===== src/rtl/core/bwf_pkg.sv =====
// Shared types and constants of the best/worst-fit segment allocator.
// Used by every module in rtl/core; depends on nothing.
package bwf_pkg;

    localparam int MAX_SEGMENTS = 32;
    localparam int SIZE_BITS    = 16;
    localparam int IDX_W        = $clog2(MAX_SEGMENTS);
    localparam int CNT_W        = $clog2(MAX_SEGMENTS + 1);
    localparam int OWNER_W      = 16;
    localparam int PLACE_W      = 5;
    localparam int CFG_IDX_W    = 2;
    localparam int CFG_DATA_W   = 16;

    localparam logic [SIZE_BITS-1:0] TOTAL_SIZE_RESET = SIZE_BITS'(1024);

    typedef enum logic [CFG_IDX_W-1:0] {
        REG_FIT_MODE   = 2'd0,
        REG_TOTAL_SIZE = 2'd1
    } cfg_reg_t;

    typedef enum logic [1:0] {
        ST_GRANTED = 2'd0,
        ST_NO_FIT  = 2'd1,
        ST_FULL    = 2'd2
    } status_t;

    typedef enum logic [2:0] {
        S_INIT,
        S_IDLE,
        S_SCAN,
        S_SHIFT,
        S_DRAIN,
        S_WR_LEFT,
        S_WR_PICK,
        S_RESP
    } state_t;

    typedef struct packed {
        logic [15:0] owner_id;
        logic [15:0] request_size;
    } req_t;

    typedef struct packed {
        status_t     status;
        logic [4:0]  placed_index;
        logic [15:0] leftover_size;
    } rsp_t;

    typedef struct packed {
        logic [OWNER_W-1:0]   owner;
        logic                 used;
        logic [SIZE_BITS-1:0] size;
    } seg_entry_t;

    typedef struct packed {
        logic             wr_en;
        logic [IDX_W-1:0] wr_addr;
        seg_entry_t       wr_data;
        logic             rd_en;
        logic [IDX_W-1:0] rd_addr;
    } mem_req_t;

endpackage


===== src/rtl/core/best_worst_fit_segment_allocator.sv =====
// Best-fit / worst-fit segment allocator, top level.
// Depends on bwf_pkg, bwf_seg_ram and bwf_ctrl.
//
// A request is taken when start is high and busy is low; its single result
// appears on result for exactly one cycle with done high, and the receiver
// must take it then. A request scans the count entries of the table through
// the single read port of the segment RAM (count is the number of table
// entries), then moves the entries behind the chosen segment one place up
// and writes the split segments before it presents the result. A request
// that finds no fit or a full table answers in the cycle right after the
// scan. A zero-size request answers with no fit and skips the scan. After
// reset the block loads the first table entry before it drops busy.
// Configuration writes are taken whenever no request is in progress;
// writing total_size reloads the table as one free segment.
module best_worst_fit_segment_allocator (
    input  logic                             clk,
    input  logic                             rst_n,
    input  logic                             start,
    input  bwf_pkg::req_t                    request,
    output logic                             busy,
    output logic                             done,
    output bwf_pkg::rsp_t                    result,
    input  logic                             cfg_valid,
    output logic                             cfg_ready,
    input  logic [bwf_pkg::CFG_IDX_W-1:0]    cfg_index,
    input  logic [bwf_pkg::CFG_DATA_W-1:0]   cfg_data
);

    bwf_pkg::mem_req_t   mem_req;
    bwf_pkg::seg_entry_t rd_data;

    bwf_ctrl u_ctrl (
        .clk       (clk),
        .rst_n     (rst_n),
        .start     (start),
        .request   (request),
        .busy      (busy),
        .done      (done),
        .result    (result),
        .cfg_valid (cfg_valid),
        .cfg_ready (cfg_ready),
        .cfg_index (cfg_index),
        .cfg_data  (cfg_data),
        .mem_req   (mem_req),
        .rd_data   (rd_data)
    );

    bwf_seg_ram u_ram (
        .clk     (clk),
        .mem_req (mem_req),
        .rd_data (rd_data)
    );

    a_done_while_busy: assert property (@(posedge clk) disable iff (!rst_n)
        done |-> busy)
        else $error("result strobe outside a request");

    a_accept_starts_work: assert property (@(posedge clk) disable iff (!rst_n)
        (start && !busy) |=> busy)
        else $error("accepted request did not start");

    a_done_one_cycle: assert property (@(posedge clk) disable iff (!rst_n)
        done |=> (!done && !busy))
        else $error("result strobe not followed by idle");

    a_cfg_not_during_request: assert property (@(posedge clk) disable iff (!rst_n)
        cfg_ready |-> !done)
        else $error("configuration transfer open while result pending");

endmodule


===== src/rtl/core/bwf_seg_ram.sv =====
// Segment table storage: one write port, one read port with registered data.
// Depends on bwf_pkg.
module bwf_seg_ram (
    input  logic                clk,
    input  bwf_pkg::mem_req_t   mem_req,
    output bwf_pkg::seg_entry_t rd_data
);

    bwf_pkg::seg_entry_t mem [bwf_pkg::MAX_SEGMENTS];

    always_ff @(posedge clk)
    begin
        if (mem_req.wr_en)
        begin
            mem[mem_req.wr_addr] <= mem_req.wr_data;
        end
    end

    always_ff @(posedge clk)
    begin
        if (mem_req.rd_en)
        begin
            rd_data <= mem[mem_req.rd_addr];
        end
    end

endmodule


===== src/rtl/core/bwf_fit_unit.sv =====
// Shared compare and subtract unit: judges one candidate segment against the
// request and the current pick, and forms the leftover. Depends on bwf_pkg.
module bwf_fit_unit (
    input  bwf_pkg::seg_entry_t            cand,
    input  logic [bwf_pkg::SIZE_BITS-1:0]  amount,
    input  logic [bwf_pkg::SIZE_BITS-1:0]  best_size,
    input  logic                           fit_mode,
    input  logic                           found,
    output logic                           take,
    output logic [bwf_pkg::SIZE_BITS-1:0]  leftover
);

    logic fits;
    logic better;

    always_comb
    begin
        fits     = !cand.used && (cand.size >= amount);
        better   = fit_mode ? (cand.size >= best_size) : (cand.size <= best_size);
        take     = fits && (!found || better);
        leftover = best_size - amount;
    end

endmodule


===== src/rtl/core/bwf_ctrl.sv =====
// Sequencer of the allocator: configuration registers, table scan, insert
// shift and result register. Depends on bwf_pkg and bwf_fit_unit.
module bwf_ctrl (
    input  logic                                 clk,
    input  logic                                 rst_n,
    input  logic                                 start,
    input  bwf_pkg::req_t                        request,
    output logic                                 busy,
    output logic                                 done,
    output bwf_pkg::rsp_t                        result,
    input  logic                                 cfg_valid,
    output logic                                 cfg_ready,
    input  logic [bwf_pkg::CFG_IDX_W-1:0]        cfg_index,
    input  logic [bwf_pkg::CFG_DATA_W-1:0]       cfg_data,
    output bwf_pkg::mem_req_t                    mem_req,
    input  bwf_pkg::seg_entry_t                  rd_data
);

    bwf_pkg::state_t                    state_reg, state_next;
    logic                               fit_mode_reg, fit_mode_next;
    logic [bwf_pkg::SIZE_BITS-1:0]      total_size_reg, total_size_next;
    logic [bwf_pkg::CNT_W-1:0]          count_reg, count_next;
    logic [bwf_pkg::OWNER_W-1:0]        owner_reg, owner_next;
    logic [bwf_pkg::SIZE_BITS-1:0]      amount_reg, amount_next;
    logic [bwf_pkg::CNT_W-1:0]          scan_reg, scan_next;
    logic                               rvalid_reg, rvalid_next;
    logic [bwf_pkg::IDX_W-1:0]          ridx_reg, ridx_next;
    logic                               found_reg, found_next;
    logic [bwf_pkg::IDX_W-1:0]          pick_reg, pick_next;
    logic [bwf_pkg::SIZE_BITS-1:0]      pick_size_reg, pick_size_next;
    logic [bwf_pkg::OWNER_W-1:0]        pick_owner_reg, pick_owner_next;
    logic [bwf_pkg::IDX_W-1:0]          cursor_reg, cursor_next;
    bwf_pkg::rsp_t                      rsp_reg, rsp_next;

    logic                               cfg_fire;
    logic                               take;
    logic [bwf_pkg::SIZE_BITS-1:0]      leftover;
    logic [bwf_pkg::IDX_W-1:0]          pick_plus1;

    bwf_fit_unit u_fit (
        .cand      (rd_data),
        .amount    (amount_reg),
        .best_size (pick_size_reg),
        .fit_mode  (fit_mode_reg),
        .found     (found_reg),
        .take      (take),
        .leftover  (leftover)
    );

    assign pick_plus1 = pick_reg + bwf_pkg::IDX_W'(1);
    assign cfg_ready  = (state_reg == bwf_pkg::S_IDLE) || (state_reg == bwf_pkg::S_INIT);
    assign cfg_fire   = cfg_valid && cfg_ready;
    assign busy       = (state_reg != bwf_pkg::S_IDLE);
    assign done       = (state_reg == bwf_pkg::S_RESP);
    assign result     = rsp_reg;

    always_ff @(posedge clk or negedge rst_n)
    begin
        if (!rst_n)
        begin
            state_reg      <= bwf_pkg::S_INIT;
            fit_mode_reg   <= 1'b0;
            total_size_reg <= bwf_pkg::TOTAL_SIZE_RESET;
            count_reg      <= bwf_pkg::CNT_W'(1);
            rvalid_reg     <= 1'b0;
        end
        else
        begin
            state_reg      <= state_next;
            fit_mode_reg   <= fit_mode_next;
            total_size_reg <= total_size_next;
            count_reg      <= count_next;
            rvalid_reg     <= rvalid_next;
        end
    end

    always_ff @(posedge clk)
    begin
        owner_reg      <= owner_next;
        amount_reg     <= amount_next;
        scan_reg       <= scan_next;
        ridx_reg       <= ridx_next;
        found_reg      <= found_next;
        pick_reg       <= pick_next;
        pick_size_reg  <= pick_size_next;
        pick_owner_reg <= pick_owner_next;
        cursor_reg     <= cursor_next;
        rsp_reg        <= rsp_next;
    end

    always_comb
    begin
        state_next      = state_reg;
        fit_mode_next   = fit_mode_reg;
        total_size_next = total_size_reg;
        count_next      = count_reg;
        owner_next      = owner_reg;
        amount_next     = amount_reg;
        scan_next       = scan_reg;
        rvalid_next     = 1'b0;
        ridx_next       = ridx_reg;
        found_next      = found_reg;
        pick_next       = pick_reg;
        pick_size_next  = pick_size_reg;
        pick_owner_next = pick_owner_reg;
        cursor_next     = cursor_reg;
        rsp_next        = rsp_reg;
        mem_req         = '0;

        if (cfg_fire)
        begin
            unique case (cfg_index)
                bwf_pkg::REG_FIT_MODE:
                begin
                    fit_mode_next = cfg_data[0];
                end
                bwf_pkg::REG_TOTAL_SIZE:
                begin
                    total_size_next      = cfg_data[bwf_pkg::SIZE_BITS-1:0];
                    count_next           = bwf_pkg::CNT_W'(1);
                    mem_req.wr_en        = 1'b1;
                    mem_req.wr_addr      = '0;
                    mem_req.wr_data      = '0;
                    mem_req.wr_data.size = cfg_data[bwf_pkg::SIZE_BITS-1:0];
                end
                default:
                begin
                end
            endcase
        end

        unique case (state_reg)
            bwf_pkg::S_INIT:
            begin
                if (!(cfg_fire && cfg_index == bwf_pkg::REG_TOTAL_SIZE))
                begin
                    mem_req.wr_en        = 1'b1;
                    mem_req.wr_addr      = '0;
                    mem_req.wr_data      = '0;
                    mem_req.wr_data.size = total_size_reg;
                end
                state_next = bwf_pkg::S_IDLE;
            end

            bwf_pkg::S_IDLE:
            begin
                if (start)
                begin
                    owner_next  = request.owner_id;
                    amount_next = request.request_size;
                    scan_next   = '0;
                    found_next  = 1'b0;
                    pick_next   = '0;
                    if (request.request_size == '0)
                    begin
                        rsp_next        = '0;
                        rsp_next.status = bwf_pkg::ST_NO_FIT;
                        state_next      = bwf_pkg::S_RESP;
                    end
                    else
                    begin
                        state_next = bwf_pkg::S_SCAN;
                    end
                end
            end

            bwf_pkg::S_SCAN:
            begin
                if (scan_reg < count_reg)
                begin
                    mem_req.rd_en   = 1'b1;
                    mem_req.rd_addr = scan_reg[bwf_pkg::IDX_W-1:0];
                    rvalid_next     = 1'b1;
                    ridx_next       = scan_reg[bwf_pkg::IDX_W-1:0];
                    scan_next       = scan_reg + bwf_pkg::CNT_W'(1);
                end
                if (rvalid_reg && take)
                begin
                    found_next      = 1'b1;
                    pick_next       = ridx_reg;
                    pick_size_next  = rd_data.size;
                    pick_owner_next = rd_data.owner;
                end
                if (!(scan_reg < count_reg) && !rvalid_reg)
                begin
                    rsp_next = '0;
                    if (!found_reg)
                    begin
                        rsp_next.status = bwf_pkg::ST_NO_FIT;
                        state_next      = bwf_pkg::S_RESP;
                    end
                    else if (count_reg == bwf_pkg::CNT_W'(bwf_pkg::MAX_SEGMENTS))
                    begin
                        rsp_next.status = bwf_pkg::ST_FULL;
                        state_next      = bwf_pkg::S_RESP;
                    end
                    else if (bwf_pkg::CNT_W'(pick_reg) + bwf_pkg::CNT_W'(1) < count_reg)
                    begin
                        cursor_next = bwf_pkg::IDX_W'(count_reg - bwf_pkg::CNT_W'(1));
                        state_next  = bwf_pkg::S_SHIFT;
                    end
                    else
                    begin
                        state_next = bwf_pkg::S_WR_LEFT;
                    end
                end
            end

            bwf_pkg::S_SHIFT:
            begin
                mem_req.rd_en   = 1'b1;
                mem_req.rd_addr = cursor_reg;
                rvalid_next     = 1'b1;
                ridx_next       = cursor_reg;
                if (rvalid_reg)
                begin
                    mem_req.wr_en   = 1'b1;
                    mem_req.wr_addr = ridx_reg + bwf_pkg::IDX_W'(1);
                    mem_req.wr_data = rd_data;
                end
                if (cursor_reg == pick_plus1)
                begin
                    state_next = bwf_pkg::S_DRAIN;
                end
                else
                begin
                    cursor_next = cursor_reg - bwf_pkg::IDX_W'(1);
                end
            end

            bwf_pkg::S_DRAIN:
            begin
                mem_req.wr_en   = 1'b1;
                mem_req.wr_addr = ridx_reg + bwf_pkg::IDX_W'(1);
                mem_req.wr_data = rd_data;
                state_next      = bwf_pkg::S_WR_LEFT;
            end

            bwf_pkg::S_WR_LEFT:
            begin
                mem_req.wr_en         = 1'b1;
                mem_req.wr_addr       = pick_plus1;
                mem_req.wr_data.owner = pick_owner_reg;
                mem_req.wr_data.used  = 1'b0;
                mem_req.wr_data.size  = leftover;
                rsp_next.leftover_size = leftover;
                state_next            = bwf_pkg::S_WR_PICK;
            end

            bwf_pkg::S_WR_PICK:
            begin
                mem_req.wr_en         = 1'b1;
                mem_req.wr_addr       = pick_reg;
                mem_req.wr_data.owner = owner_reg;
                mem_req.wr_data.used  = 1'b1;
                mem_req.wr_data.size  = amount_reg;
                count_next            = count_reg + bwf_pkg::CNT_W'(1);
                rsp_next.status       = bwf_pkg::ST_GRANTED;
                rsp_next.placed_index = bwf_pkg::PLACE_W'(pick_reg);
                state_next            = bwf_pkg::S_RESP;
            end

            bwf_pkg::S_RESP:
            begin
                state_next = bwf_pkg::S_IDLE;
            end

            default:
            begin
                state_next = bwf_pkg::S_IDLE;
            end
        endcase
    end

endmodule


===== config.mk =====
export PLATFORM = sky130hd
export DESIGN_NAME = best_worst_fit_segment_allocator
export DESIGN_NICKNAME = d
export VERILOG_FILES = /design/src/rtl/core/bwf_pkg.sv /design/src/rtl/core/best_worst_fit_segment_allocator.sv /design/src/rtl/core/bwf_seg_ram.sv /design/src/rtl/core/bwf_fit_unit.sv /design/src/rtl/core/bwf_ctrl.sv
export SDC_FILE = /design/constraint.sdc
export NUM_CORES = 1
export LEC_CHECK = 0
export BUFFER_PORTS_ARGS = -buffer_cell sky130_fd_sc_hd__buf_4
export CAP_MARGIN = 25
export CORE_ASPECT_RATIO = 0.7
export CORE_UTILIZATION = 32
export CTS_CLUSTER_DIAMETER = 40
export DETAILED_ROUTE_END_ITERATION = 10
export PLACE_DENSITY = 0.56
export SLEW_MARGIN = 20
export SYNTH_ARGS = -nofsm -noshare
export SYNTH_HDL_FRONTEND = slang
export SYNTH_SLANG_ARGS = --single-unit

===== constraint.sdc =====
create_clock -name clk -period 7.8 [get_ports clk]
set_clock_uncertainty 0.2 [all_clocks]
set_input_delay 2.34 -clock clk [delete_from_list [all_inputs] [get_ports clk]]
set_output_delay 2.34 -clock clk [all_outputs]
set_load 0.005 [all_outputs]

# ---- Yosys cells after proc, flatten, opt, wreduce, memory -nomap -nowiden
# Memories as Yosys holds them, arrays and structs flattened. A register that Yosys moved wholly into a read port is not among the register bits.
# Cells that the tools add are included.
dict set report op_classes {
  muxes 47
  order_cmp 5
  n_reduce_logical 34
  div 0
  multipliers 0
  eq_ne 21
  shifts 0
  add_sub_neg 8
  bitwise_logic 0
}
# operator count
set ops {}
lappend ops {{one-hot mux 39 bit (5 select lines)} 1}
lappend ops {{two-way mux 39 bit} 4}
lappend ops {{two-way mux 23 bit} 3}
lappend ops {{one-hot mux 16 bit (3 select lines)} 1}
lappend ops {{two-way mux 5 bit} 8}
lappend ops {{two-way mux 6 bit} 6}
lappend ops {{greater-or-equal comparator 16 bit} 2}
lappend ops {{one-hot mux 5 bit (2 select lines)} 3}
lappend ops {{one-hot mux 6 bit (2 select lines)} 2}
lappend ops {{two-way mux 3 bit} 7}
lappend ops {{one-hot mux 3 bit (7 select lines)} 1}
lappend ops {{one-hot mux 7 bit (3 select lines)} 1}
lappend ops {{<= comparator 16 bit} 1}
lappend ops {{logical NOT 16 bit} 1}
lappend ops {{subtractor 16 bit} 1}
lappend ops {{adder 6 x 1 -> 6 bit, second input constant} 2}
lappend ops {{== test 3 bit, second input constant} 4}
lappend ops {{< comparator 6 bit} 2}
lappend ops {{inequality test 2 x 1 -> 1 bit, second input constant} 6}
lappend ops {{AND reduction 2 bit} 6}
lappend ops {{adder 5 x 1 -> 5 bit, second input constant} 2}
lappend ops {{subtractor 5 x 1 -> 5 bit, second input constant} 2}
lappend ops {{AND reduction 3 bit} 3}
lappend ops {{inequality test 2 bit, second input constant} 4}
lappend ops {{20 further kinds} 42}
dict set report totals {
  memories 1
  wordCells 133
  in_bits 54
  latchBits 0
  output_inout_bits 26
  rom_bits 0
  register_bits 136
  ramBits 1056
}
# memory words width read_ports rd_ports_with_merged_regs wr line
set memory_table {}
lappend memory_table {u_ram.mem 32 33 1 1 1 bwf_seg_ram.sv:9} ;# bwf_pkg::seg_entry_t mem [bwf_pkg::MAX_SEGMENTS];

# ---- Logic depth before layout (Yosys ltp)
# Gate-level depths: netlist (run 1).
dict set report logic_depth {
  depth_word 8
  depth_mapped 14
  mapped_depth_nobuf 12
}

# ---- By module
# A second synthesis (run 1) with hierarchy kept.
dict set report unflattened {
  cells_unflattened 3055
  hier_area_um2 50030.5
}
# mod seq_area_each_um2 area_each_um2 n_inst cells_per_inst
set by_module_without_submodules {}
lappend by_module_without_submodules {bwf_seg_ram 32701.4 42144.2 1 2332}
lappend by_module_without_submodules {bwf_ctrl 3951.3 6317.3 1 514}
lappend by_module_without_submodules {bwf_fit_unit 0.0 1569.0 1 209}

# ---- Worst setup path before layout (run 1)
# Ideal clock, no wire load.
dict set report synth_timing {
  path_kind {input port to flip-flop}
  start {input cfg_index[1] in the netlist's numbering}
  end {memory u_ram.mem[0][15] in the netlist's numbering (data pin)}
  setup_slack_ns 0.924
  path_stages 6
  t_required_ns 6.846
  arrival_time_ns 5.922
  n_path_buf 0
  setup_ns 0.754
  path_cell_list {and4b_1 nand2_1 nand2_1 a221oi_1 nor3b_1 a2111oi_0}
}
# element line
set synth_rtl {}
lappend synth_rtl {{from (decl)} best_worst_fit_segment_allocator.sv:25} ;# input logic [bwf_pkg::CFG_IDX_W-1:0] cfg_index,
lappend synth_rtl {{to (decl)} bwf_seg_ram.sv:9}

# ---- Worst setup path after layout (run 1)
dict set report layout_timing {
  start {register u_ctrl.state_reg[1]}
  end {register u_ram.rd_data[6] (netlist name)}
}
dict set report layout_via {
  elab_chain_len 2
  elab_cells_between_ends 3
  cone_classes {2 x eq/ne; 1 x mux}
}
# element line
set layout_rtl {}
lappend layout_rtl {{from (decl)} bwf_ctrl.sv:19} ;# bwf_pkg::state_t state_reg, state_next;
lappend layout_rtl {{from (signal assigned)} bwf_ctrl.sv:61} ;# state_reg <= bwf_pkg::S_INIT;
lappend layout_rtl {{from (signal assigned)} bwf_ctrl.sv:69} ;# state_reg <= state_next;
lappend layout_rtl {{== test 3 x 2 -> 1 bit} bwf_ctrl.sv:132} ;# unique case (state_reg)
lappend layout_rtl {{one-hot mux 6 bit (2 select lines) (*)} bwf_ctrl.sv:132}
# Mark *: on every way between the ends. The rest lies on a longest branch, timed or not.
# A chain may end at the register's enable or synchronous reset.

==> results.md, run 1 <==
- Top-count cell post-synth: edfxtp_1
- Row cnt: 89
- Fin crit period: between 4 and 5 ns
- Area delta synth->final: 15.8%
- Compound-cell area share of the yosys netlist: 6.89%
- Worst-skew pair later-pin latency: 0.61 ns
- Top cell type's share of synthesized area: 69.2%
- Residual DRC: 0
- Worst path max stage delay: 0.89 ns
- Post-CTS Setup Repair Bufs: 0
- HPWL after DPL: between 40 and 50 mm
- Post-DRT Antenna Nets: 0
- Multiplexer area fraction after synthesis: 9.60%
- Grt peak-use layer: met1
- CP top delay family: compound AO/OA/AOI/OAI gates
- Vias/cell: 5.25
- Max Freq: about 200 MHz
- Syn Nets: 1,769
- WP data arrival: 5.09 ns
- Mapped cell area: 27,700 µm²
- Ys Warns: 0
- Synthesized area per cell: approximately 17 µm²
- First-pass DRT Iterations: 5
- Final setup fails: 0
- WP buf/inv: 3
- Total CTS buffers: 66
- Slew Viols, Final: 0
- Routed len/inst: 24.0 µm
- Crit end category: flip-flop
- Worst EP required: 7.89 ns
- Critical Path Slowest Stage Cell: a21oi_1
- Area leader, netlist: edfxtp_1
- Met3 usage: between 6 and 7%
- Commonest cells in the netlist: 638 x edfxtp_1, 142 x nand2_1, 102 x mux4_2
- Share of cells above drive strength 1: 20.0%
- Root buffer cell: clkbuf_16
- CTS max path bufs: 3
- GP Congestion: 0.853
- RSZ-0062 raised after global routing: no
- Area contributors post-synth: edfxtp_1 69%, mux4_2 8.3%, ha_1 2.8%
- Relative slew slack: 26.5%
- Vias in the first global route: roughly 15k
- Met1 Use GR: approximately 24%
- Run status: completed
- Pwr dens: 401 nW/µm²
- Crit Path Max Fanout: 36
- WL final: around 71 mm
- Synthesis-stage register bit count: 665
- GR Util met2: 21.5%
- GR Overflow Total: 0
- Final TNS setup: 0 ns
- PostCTS Resize Cnt: 0
- Cells after Synth: 1,651
- Simple-Gate Fraction of Synth Area: 5.92%
- Pre-CTS setup slack: 2.76 ns
- Setup CP Type: reg -> reg
- Die width: 354 µm
- Crit-path cells: nor2b_1, nand2b_1, buf_4, inv_2, a31o_4, buf_4, mux2i_1, a221oi_1, a21oi_1, nand4_1
- Starting density of the core: 32.6%
- Largest Register: u_ram.mem
- First-pass GRT wire length: 103 mm
- Post-Synth XOR/XNOR Area: 1.08%
- Number of flops mapped to enable cells by yosys: 638
- Cell mode on critical path: buf_4
- Core footprint: ~85,000 µm²
- CTS tree: yes
- H-tree Lvls: 3
- LEAKAGE: about 11 nW
- Endpoints failing hold: 0
- Worst-path clk slew: around 0.070 ns
- Max-cap viol count: 0
- # IOs: 80
- Nets: 1,892
- GRT Util Overall: 16.0%
- Initial antenna violation count: 1
- Worst Tran Pin Value: 1.10 ns
- VDD IR max: 0.000205 V
- Ys async rst share: 4.06%
- Worst setup margin: 2.80 ns
- Main synth FF type: edfxtp_1
- Largest net degree at the start of global routing: 78
- Max reg flops: 544
- Post-Synth Adder-Cell Area: 2.92%
- Period utilisation layout: around 64%
- Synth cell types: 66
- Hold_buf cts: 0
- Die height: about 250 µm
- CTS Sinks: ~670
- Port Buffers: 63
- Sequential fraction of the synthesis area: a little under three quarters
- Die area: just under 90,000 µm²
- Worst hold path class: reg -> reg
- CP startpoint kind: flip-flop
- Routed vias: 15.6k
- Main combinational cell family by area after synthesis: multiplexers
- 1st-iter DRT viols: 1,649
tightest hold or removal path, cell delays in order (launching register included):
cell and delay (ns):
dfrtp_1 0.32, nand2_1 0.04, nand2_1 0.07
final timing paths:
path	to	cells past startpoint	startpoint	slack (ns)
setup / recovery	u_ram.rd_data[6]$_DFFE_PP_	10	u_ctrl.state_reg[1]$_DFFE_PN0P_	2.80
hold / removal	u_ctrl.total_size_reg[13]$_DFFE_PN0P_	2	u_ctrl.total_size_reg[13]$_DFFE_PN0P_	0.27
setup reg to reg	u_ram.rd_data[6]$_DFFE_PP_	10	u_ctrl.state_reg[1]$_DFFE_PN0P_	2.80
hold reg to reg	u_ctrl.total_size_reg[13]$_DFFE_PN0P_	2	u_ctrl.total_size_reg[13]$_DFFE_PN0P_	0.27
max in group asynchronous	u_ctrl.count_reg[0]$_DFFE_PN1P_	1	rst_n	5.61
min in group asynchronous	u_ctrl.total_size_reg[3]$_DFFE_PN0P_	1	rst_n	1.46
cell usage in the layout (no fill, tap or decap), types with 4 or more instances in the layout:
| cell type | n |
|---|---|
| inv_1 | 49 |
| a31oi_1 | 5 |
| a221oi_1 | 39 |
| clkinv_4 | 6 |
| nand3b_1 | 9 |
| ha_1 | 63 |
| nand2b_1 | 8 |
| nor4_1 | 7 |
| xor2_1 | 14 |
| and2_1 | 17 |
| a21o_1 | 22 |
| dfrtp_1 | 25 |
| mux2i_1 | 36 |
| nor2b_1 | 9 |
| mux4_2 | 102 |
| edfxtp_1 | 638 |
| nor3_1 | 7 |
| a22oi_1 | 36 |
| a21oi_1 | 92 |
| o21ai_0 | 30 |
| clkbuf_16 | 68 |
| buf_4 | 119 |
| nor2_1 | 54 |
| o21ai_1 | 5 |
| nor2_2 | 17 |
| nor2_4 | 4 |
| clkbuf_1 | 15 |
| nand2_1 | 142 |
| nand3_1 | 16 |
| inv_6 | 6 |
| xnor2_1 | 20 |
| bufinv_16 | 4 |
| and3_1 | 12 |
| o211ai_1 | 4 |
| clkinv_1 | 10 |
| a222oi_1 | 11 |
| nand4_1 | 27 |
| diode_2 | 4 |
layout make-up:
cell class / instances / area, µm²
clock buffer: 83 / 1760
antenna: 4 / 10.0
tap: 1137 / 1420
clock inverter: 36 / 365
sequential: 665 / 19800
timing repair buffer: 128 / 1030
inverter: 50 / 188
fill: 7806 / 52900
multi-input combinational: 863 / 7440
cells by family (layout without fill, tap and decap cells):
kind of cell | Yosys count | count (layout)
flip-flops | 665 | 665
multiplexers | 138 | 138
AND/OR/NAND/NOR | 346 | 346
adder cells (fa/ha/maj) | 64 | 64
buffers and inverters | 123 | 297
other | 0 | 4
AO/OA/AOI/OAI | 281 | 281
XOR/XNOR | 34 | 34
metrics by stage:
stage,cell area (µm²),utilization (%),hold slack (ns),instances,total power [W]
floorplan,27700,-,0.234,1651,0.00789
global placement,29800,35.1,0.251,2835,0.00957
detailed placement,29900,35.1,0.254,2838,0.00970
CTS,32000,37.6,0.269,2957,0.0129
finish,32100,37.7,0.271,2966,0.0129
global route,32000,37.7,0.275,2962,0.0135
metal layers:
| metal | up-vias | routed length [µm] |
|---|---|---|
| met1 | 8093 | 33100 |
| met4 | 0 | 1120 |
| li1 | 6847 | - |
| met5 | - | 0 |
| met3 | 85 | 7930 |
| met2 | 536 | 28900 |
power by group:
group,internal [W],switching [W],leakage (nW)
Clock,0.00177,0.00141,1.02
Sequential,0.00527,0.000259,6.20
Combinational,0.00127,0.00289,3.50
Total,0.00831,0.00456,10.7
Note: power is estimated with default switching activity, not from simulation.
==> run 2, diff against run 1 <==
==> constraint.sdc (replaced) <==
create_clock -name clk -period 4.74 [get_ports clk]
set_clock_uncertainty 0.2 [all_clocks]
set_input_delay 1.422 -clock clk [delete_from_list [all_inputs] [get_ports clk]]
set_output_delay 1.422 -clock clk [all_outputs]
set_load 0.005 [all_outputs]
==> results.md, run 2 (synthesis results as in run 1) <==
- Run status: completed
- Max reg flops: 544 (unchanged)
- Die area: 87,700 µm² (unchanged)
- Worst path max stage delay: 0.41 ns (-0.48 ns)
- Critical Path Slowest Stage Cell: edfxtp_1
- Largest Register: u_ram.mem
- Largest net degree at the start of global routing: 61 (-22%)
- CTS Sinks: 665 (unchanged)
- Routed len/inst: 23.7 µm (-1.1%)
- Share of cells above drive strength 1: 21.5% (+1.5 points)
- Worst-path clk slew: 0.06 ns (about the same)
- Relative slew slack: 36.4% (+9.9 points)
- R2r setup slk: 0.55 ns (-2.25 ns)
- WL final: 71.1 mm (about the same)
- Cell Count Post-Placement: 2,874 (+1.3%)
- Hold_buf cts: 0 (unchanged)
- Footprint of the multi-input gates: 7420 µm² (-0.35%)
- Crit Path Max Fanout: 32 (-11%)
- Worst hold path class: reg -> reg
- Final TNS setup: 0 ns (unchanged)
- Core footprint: 85,000 µm² (unchanged)
- Setup CP Type: reg -> reg
- CTS max path bufs: 3 (unchanged)
- Period utilisation layout: 88.4% (+24 points)
- Fin crit period: 4.19 ns (-0.808 ns)
- Nets: 1,927 (+1.8%)
- Max-cap viol count: 0 (unchanged)
- WP data arrival: 4.33 ns (-0.76 ns)
- Crit-path cells: inv_1, ha_1, inv_1, fa_1, a21o_1, a211oi_1, o21ai_0, a31oi_1, o21ai_0, o31ai_1, mux2i_1, nand3b_1, buf_4
- Sequential cell area: 19,800 µm² (unchanged)
- Pwr dens: 659 nW/µm² (+64%)
- RSZ-0062 raised after global routing: no
- Most frequent cells in the layout: 638 x edfxtp_1, 153 x buf_4, 142 x nand2_1, 102 x mux4_2, 92 x a21oi_1
- Worst-skew pair later-pin latency: 0.59 ns (-0.02 ns)
- # IOs: 80 (unchanged)
- CP startpoint kind: flip-flop
- Crit end category: flip-flop
- HPWL after DPL: 46.2 mm (+0.41%)
- Slew Viols, Final: 0 (unchanged)
- Starting density of the core: 32.6% (unchanged)
- Die height: 248 µm (unchanged)
- Residual DRC: 0 (unchanged)
- GP Congestion: 0.843 (-1.1%)
- Max Freq: 239 MHz (+19%)
- LEAKAGE: 10.9 nW (+1.5%)
- Post-CTS Setup Repair Bufs: 0 (unchanged)
- Layout filler cell count: 7,775 (-0.40%)
- H-tree Lvls: 3 (unchanged)
- Root buffer cell: clkbuf_16
- Final setup fails: 0 (unchanged)
- Endpoints failing hold: 0 (unchanged)
- VDD IR max: 0.000334 V (+63%)
- Pre-CTS setup slack: 0.685 ns (-2.08 ns)
- PostCTS Resize Cnt: 0 (unchanged)
- GR Overflow Total: 0 (unchanged)
- 1st-iter DRT viols: 1,690 (+2.5%)
- Area delta synth->final: 16.5%
- Routed vias: 15.8k (+1.5%)
- CTS tree: yes
- Final non-filler cell total: 2,999 (+1.1%)
- Vias in the first global route: 15.4k (+2.0%)
- Die width: 354 µm (unchanged)
- Worst setup margin: 0.551 ns (-2.25 ns)
- Total CTS buffers: 67 (+1.5%)
- Post-DRT Antenna Nets: 0 (unchanged)
- Initial antenna violation count: 2 (+1)
- Commonest non-fill, non-tap cell in the layout: edfxtp_1
- GRT Util Overall: 16.1% (+0.038 points)
- First-pass GRT wire length: 103 mm (+0.57%)
- First-pass DRT Iterations: 6 (+1)
- Port Buffers: 63 (unchanged)
- Vias/cell: 5.27 (+0.36%)
- Row cnt: 89 (unchanged)
- Worst EP required: 4.88 ns (-3.01 ns)
- Worst Tran Pin Value: 0.953 ns (-0.148 ns)
-- run 2: critical path, delay by kind of cell, from the launching register on --
kind                       cells  cell delay, ns
buffers and inverters          3            0.50
DFF                            1            0.41
muxes                          1            0.28
adders and majority gates      2            0.56
and+or+nand+nor                1            0.16
AOI/OAI and AO/OA              6            1.78
-- run 2: per-stage QoR --
step / instance area (µm²) / total power, W / hold slack (ns) / utilization, %
after global routing: 32200 / 0.0223 / 0.298 / 37.9
final: 32200 / 0.0213 / 0.273 / 37.9
after detailed placement: 30100 / 0.0163 / 0.252 / 35.5
after global placement: 30100 / 0.0161 / 0.250 / 35.5
after floorplan: 27700 / 0.0130 / 0.234 / -
after CTS: 32200 / 0.0214 / 0.267 / 37.9
-- run 2: final timing paths --
check / start / end / depth (start not counted)
max in group asynchronous: rst_n / u_ctrl.total_size_reg[10]$_DFFE_PN1P_ / 1
worst min register to register: u_ctrl.total_size_reg[13]$_DFFE_PN0P_ / u_ctrl.total_size_reg[13]$_DFFE_PN0P_ / 2
worst max-delay path: u_ctrl.pick_size_reg[0]$_DFFE_PP_ / u_ram.mem[6][14]$_DFFE_PP_ / 13
worst max register to register: u_ctrl.pick_size_reg[0]$_DFFE_PP_ / u_ram.mem[6][14]$_DFFE_PP_ / 13
min in group asynchronous: rst_n / u_ctrl.total_size_reg[2]$_DFFE_PN0P_ / 1
worst min-delay path: u_ctrl.total_size_reg[13]$_DFFE_PN0P_ / u_ctrl.total_size_reg[13]$_DFFE_PN0P_ / 2
-- run 2: cell type report --
cell class / count / share of cell area [%]
Tap cell: 1137 / 4.41
Multi-Input combinational cell: 863 / 23.0
Clock inverter: 38 / 0.904
Timing Repair Buffer: 162 / 4.06
Antenna cell: 3 / 0.0233
Clock buffer: 81 / 5.49
Sequential cell: 665 / 61.5
Inverter: 50 / 0.582
-- run 2: per-layer routing --
layer | global-route usage [%] | up-vias | wire length, µm
met5 | 0 | - | 0
met3 | 4.89 | 85 | 6830
met2 | 22.2 | 562 | 29300
met4 | 3.13 | 0 | 1120
met1 | 24.5 | 8229 | 33800
li1 | - | 6915 | -
-- run 2: power breakdown --
| part | total, W | leakage (nW) | switching [W] | internal (W) |
|---|---|---|---|---|
| Clock | 0.00505 | 1.01 | 0.00228 | 0.00277 |
| Sequential | 0.00910 | 6.20 | 0.000425 | 0.00868 |
| Combinational | 0.00710 | 3.67 | 0.00479 | 0.00231 |
